[src/rtl/ads_pkg.sv]
package ads_pkg;

  localparam int MAX_WIDTH_DEF = 1024;
  localparam int FRAC_BITS_DEF = 16;

  localparam int SAMPLE_W = 32;
  localparam int DIFF_W   = SAMPLE_W + 3;
  localparam int PROD_W   = SAMPLE_W + DIFF_W;
  localparam int ACC_W    = PROD_W + 2;

  localparam int FIFO_DEPTH = 8;

  localparam logic [2:0] REG_DIFF_X = 3'd0;
  localparam logic [2:0] REG_DIFF_Y = 3'd1;
  localparam logic [2:0] REG_ADV_X  = 3'd2;
  localparam logic [2:0] REG_ADV_Y  = 3'd3;
  localparam logic [2:0] REG_WIDTH  = 3'd4;
  localparam logic [2:0] REG_HEIGHT = 3'd5;

  typedef struct packed {
    logic signed [SAMPLE_W-1:0] lf;
    logic signed [SAMPLE_W-1:0] ce;
    logic signed [SAMPLE_W-1:0] rt;
    logic signed [SAMPLE_W-1:0] up;
    logic signed [SAMPLE_W-1:0] dn;
  } cross_t;

  typedef struct packed {
    logic signed [SAMPLE_W-1:0] diff_x;
    logic signed [SAMPLE_W-1:0] diff_y;
    logic signed [SAMPLE_W-1:0] adv_x;
    logic signed [SAMPLE_W-1:0] adv_y;
  } coef_t;

  typedef struct packed {
    logic                       last;
    logic signed [SAMPLE_W-1:0] rhs;
  } result_t;

endpackage

[src/rtl/ads_out_fifo.sv]
module ads_out_fifo (
  input  logic             clk,
  input  logic             rst,
  input  logic             wr_en,
  input  ads_pkg::result_t wr_data,
  output logic             rd_valid,
  input  logic             rd_ready,
  output ads_pkg::result_t rd_data
);

  localparam int PTR_W = $clog2(ads_pkg::FIFO_DEPTH);
  localparam int CNT_W = $clog2(ads_pkg::FIFO_DEPTH + 1);

  ads_pkg::result_t mem [ads_pkg::FIFO_DEPTH];
  logic [PTR_W-1:0] wr_ptr, rd_ptr;
  logic [CNT_W-1:0] count;
  logic             pop;

  assign rd_valid = (count != '0);
  assign rd_data  = mem[rd_ptr];
  assign pop      = rd_valid && rd_ready;

  always_ff @(posedge clk) begin
    if (rst) begin
      wr_ptr <= '0;
      rd_ptr <= '0;
      count  <= '0;
    end else begin
      if (wr_en) begin
        wr_ptr <= (wr_ptr == PTR_W'(ads_pkg::FIFO_DEPTH - 1)) ? '0 : wr_ptr + 1'b1;
      end
      if (pop) begin
        rd_ptr <= (rd_ptr == PTR_W'(ads_pkg::FIFO_DEPTH - 1)) ? '0 : rd_ptr + 1'b1;
      end
      count <= count + CNT_W'(wr_en) - CNT_W'(pop);
    end
    if (wr_en) begin
      mem[wr_ptr] <= wr_data;
    end
  end

endmodule

[config.mk]
export PLATFORM = sky130hd
export DESIGN_NAME = ads_out_fifo
export DESIGN_NICKNAME = d
export VERILOG_FILES = /design/src/rtl/ads_pkg.sv /design/src/rtl/ads_out_fifo.sv
export SDC_FILE = /design/constraint.sdc
export NUM_CORES = 1
export LEC_CHECK = 0
export BUFFER_PORTS_ARGS = -buffer_cell sky130_fd_sc_hd__buf_2
export CORE_ASPECT_RATIO = 2
export CORE_MARGIN = 3
export CORE_UTILIZATION = 48
export CTS_CLUSTER_DIAMETER = 80
export DETAILED_ROUTE_END_ITERATION = 12
export PLACE_DENSITY = 0.68
export SYNTH_ARGS = -nofsm -noshare
export SYNTH_HDL_FRONTEND = slang
export SYNTH_SLANG_ARGS = --single-unit
[constraint.sdc]
create_clock -name clk -period 3.3 [get_ports clk]
set_input_delay 0.165 -clock clk [delete_from_list [all_inputs] [get_ports clk]]
set_output_delay 0.165 -clock clk [all_outputs]
set_load 0.005 [all_outputs]
# ---- After elaboration in Yosys (flattened, before gate mapping)
# Memories as Yosys holds them, arrays and structs flattened. A register that Yosys moved wholly into a read port is not among the register bits.
# Cells that the tools add are included.
dict set report classes {
  add_sub_neg 4
  n_eq_ne 2
  n_mux 6
  reduce_logical 2
}
# op n
set ops {}
lappend ops {{3-bit two-way mux} 4}
lappend ops {{3-bit by 1-bit adder with 3-bit output (second input constant)} 2}
lappend ops {{3-bit == test (second input constant)} 2}
lappend ops {{4-bit by 1-bit adder with 4-bit output} 1}
lappend ops {{4-bit nonzero test} 1}
lappend ops {{4-bit by 1-bit subtractor with 4-bit output} 1}
lappend ops {{1-bit two-way mux} 2}
lappend ops {{1-bit logical AND} 1}
dict set report totals {
  register_bits 10
  ramBits 264
  output_inout_bits 34
  word_cells 18
  n_memories 1
}
# memory depth word_bits read_ports rd_clocked_by_memory_dff wr line_no
set mem_list {}
lappend mem_list {mem 8 33 1 1 1 ads_out_fifo.sv:14} ;# ads_pkg::result_t mem [ads_pkg::FIFO_DEPTH];

# ---- Depth between registers and ports, before layout
dict set report depth {
  depth_word 4
  depth_mapped 10
  mapped_depth_nobuf 10
}

# ---- Least setup slack after synthesis
# Ideal clock, no wire load.
dict set report synth_path {
  path_kind {register to register}
  startpoint {reg wr_ptr[2]}
  endpoint {mem mem[0][0] (netlist name) (enable)}
  arrival_ns 2.772
  path_slack_ns 0.063
  stages_incl_launch_ff 3
  path_buffers 0
  cell_sequence {dfxtp_1 -> nand2b_1 -> nor3_1}
}
# item line_no
set synth_lines {}
lappend synth_lines {{start, declared} ads_out_fifo.sv:15} ;# logic [PTR_W-1:0] wr_ptr, rd_ptr;
lappend synth_lines {{start signal, assigned} ads_out_fifo.sv:30} ;# wr_ptr <= (wr_ptr == PTR_W'(ads_pkg::FIFO_DEPTH - 1)) ? '0 : wr_ptr + 1'b1;
lappend synth_lines {{end, declared} ads_out_fifo.sv:14}
# No word-level cell before the write port.

==> out/qor.txt <==
EDFF count, synth: 264
Total vias in the final route: 4873
CTS max path bufs: 3
Crit path arrival time: 2390 ps
Slew Viols, Final: 0
Synth Cell Area: 10600 um^2
Avg Inst Size Synth: 23.1 um^2
CTS tree: built
Die ar.: 23900 um^2
Overall Power: 7.63 mW
Max Cap Violations: 0
Commonest non-fill, non-tap cell in the layout: edfxtp_1
RePlAce Congestion: 0.735
Worst path max stage delay: 580 ps
Worst-path fanout max: 18
Post-synth top flop: edfxtp_1
Final WL: 19300 um
Initial antenna violation count: 1
Clock insertion delay at the later pin of the skew report: 520 ps
# port buffers: 70
Synthesis-to-layout area growth: 17.6%
Vias/cell: 5.59
Iteration-0 DRC Markers: 285
Final Setup Violations: 0
Vias in the first global route: 5382
Post-DRT Antenna Nets: 0
Sequential Area: 8200 um^2
Die Wd: 111 um
Startpoint Class: flop
Warnings from Yosys: 0
CP required: 3130 ps
Setup TNS: 0 ps
Critical path type: reg2out
PwrDens: 615 nW/um^2
Footprint of the multi-input gates: 2280 um^2
# resized after CTS: 0
Core Footprint: 21600 um^2
Final Hold Vio Count: 0
WP buf/inv: 2
Final period utilization: 0.775
Outcome: complete, no violations
Relative slew slack: 0.345
Final Core Density: 0.575
CP cell instances: buf_4 -> mux4_2 -> mux2_2 -> buf_2
CP Capture Type: output port
Final HPWL DP: 10800 um
Clock Sinks: 277
Remaining global-route overflow: 0
Tot GR Track Use: 0.166
Cell leakage power: 4.00 nW
Fin crit period: 2560 ps
I/O pin cnt: 71
Fraction of layout cells with a size suffix above 1: 0.385
Slowest cell on the critical path: dfxtp_4
Worst Slack Setup Final: 742 ps
Clock slew at reported path FFs: 60 ps
Row count: 76
Area contributors post-synth: edfxtp_1 (75%), mux4_2 (14%), mux2_2 (3.5%)
Htree depth: 1
Netlist cell types: 26
Flops & latches, synth: 277
Type of the worst min-delay path: in2reg
Starting Density: 0.489
Setup WS pre-CTS: 967 ps
Net Count, Synth: 502
Chip Height: 216 um
Area leader, netlist: edfxtp_1
Avg WL per Cell: 22.1 um
Cells after Synth: 456
Maximum vdd drop: 0.393 mV
Crit path max-delay family: multiplexers
Worst hold slack: 23.0 ps
First-pass GRT wire length: 30500 um
Max Clock Freq: 0.391 GHz
TritonCTS Buffers: 23
Largest net degree at the start of global routing: 67
Worst-Margin Slew: 982 ps
Net count reported at finish: 626
Clk root buf: clkbuf_16
Clock skew: 16.3 ps
DRC violations left: 0
RSZ-0062 raised after global routing: false
Asr flop ratio synth: 0
Top-area cell type share of the netlist area: 0.751
Fillers: 1563
DRT Pass-1 Iters: 4
Sequential element share of the synthesized area: 0.776
Commonest non-fill, non-tap cells in the layout: edfxtp_1 (264), buf_2 (70), mux4_2 (66)
registers in the layout (all words and copies together) (netlist names), named ones only:
name	count
wr_ptr	3
count	4
mem	264
rd_ptr	3
layer usage:
layer / GRT usage / part of all wire / up-vias
met3: 0.0222 / 0.034 / 31
li1: - / - / 2156
met1: 0.212 / 0.40 / 2594
met2: 0.293 / 0.54 / 92
met5: 0 / 0 / -
met4: 0.0608 / 0.022 / 0
cell type report:
| class | count | area share |
|---|---|---|
| clock buffers | 29 | 0.0498 |
| inverters | 6 | 0.00181 |
| multi-input cells | 154 | 0.184 |
| flip-flops and latches | 277 | 0.661 |
| repair buffers | 118 | 0.0674 |
| well taps | 273 | 0.0275 |
| diodes | 1 | 0.000202 |
| clock inverters | 13 | 0.00867 |
worst paths after layout:
check | startpoint | endpoint | slack (ps) | cells past startpoint
setup / recovery | flop | rd_data[26] | 740 | 4
hold / removal | wr_en | wr_ptr[1]$_SDFFE_PP0P_ | 20 | 3
setup reg to reg | count[2]$_SDFF_PP0_ | count[2]$_SDFF_PP0_ | 980 | 10
hold reg to reg | rd_ptr[2]$_SDFFE_PP0P_ | flop | 550 | 2
logic make-up (layout without fill, tap and decap cells):
logic type / count (synthesis) / in the layout / share of synthesized area
other: 0 / 1 / 0
DFF: 277 / 277 / 0.776
buffers and inverters: 25 / 166 / 0.0132
and+or+nand+nor: 29 / 29 / 0.0141
AOI/OAI and AO/OA: 14 / 14 / 0.00699
xor gates and xnor gates: 1 / 1 / 0.000830
adders and majority gates: 9 / 9 / 0.0114
muxes: 101 / 101 / 0.178
synthesized netlist by cell type, types with 2 or more instances:
master      n
a21oi_1     9
buf_2       6
buf_6       5
clkbuf_1    7
dfxtp_1    13
edfxtp_1  264
ha_1        8
inv_1       6
mux2_2     33
mux2i_1     2
mux4_2     66
nand2_1     2
nand2b_1    5
nand3_1     3
nor2_1     11
nor2b_1     2
nor3_1      2
o21ai_0     4
report_power, final:
part / switching [mW] / internal, mW / total, mW
combinational: 0.444 / 0.546 / 0.990
clock: 1.18 / 1.42 / 2.60
sequential: 0.0794 / 3.95 / 4.03
stage by stage:
stage,area (um^2),std cells
after global placement,11300,793
after global routing,12400,871
after detailed placement,11300,793
after floorplan,10600,456
after CTS,12400,870
final,12400,871
worst reg2reg max path, cell delays in order, from the launching register on:
cell and delay [ps]:
dfxtp_1 300, inv_1 70, ha_1 140, nor3b_1 370, inv_1 170, nand3_1 180, o21ai_0 120, ha_1 230
fa_1 410, xnor2_1 160, nor2_1 50
repair_timing:
item / 4_1_cts / 5_1_grt
endpoints found under the hold margin: 276 / 0
hold buffers: 35 / 0
buffers inserted: 0 / 0
Note: power is estimated with default switching activity, not from simulation.
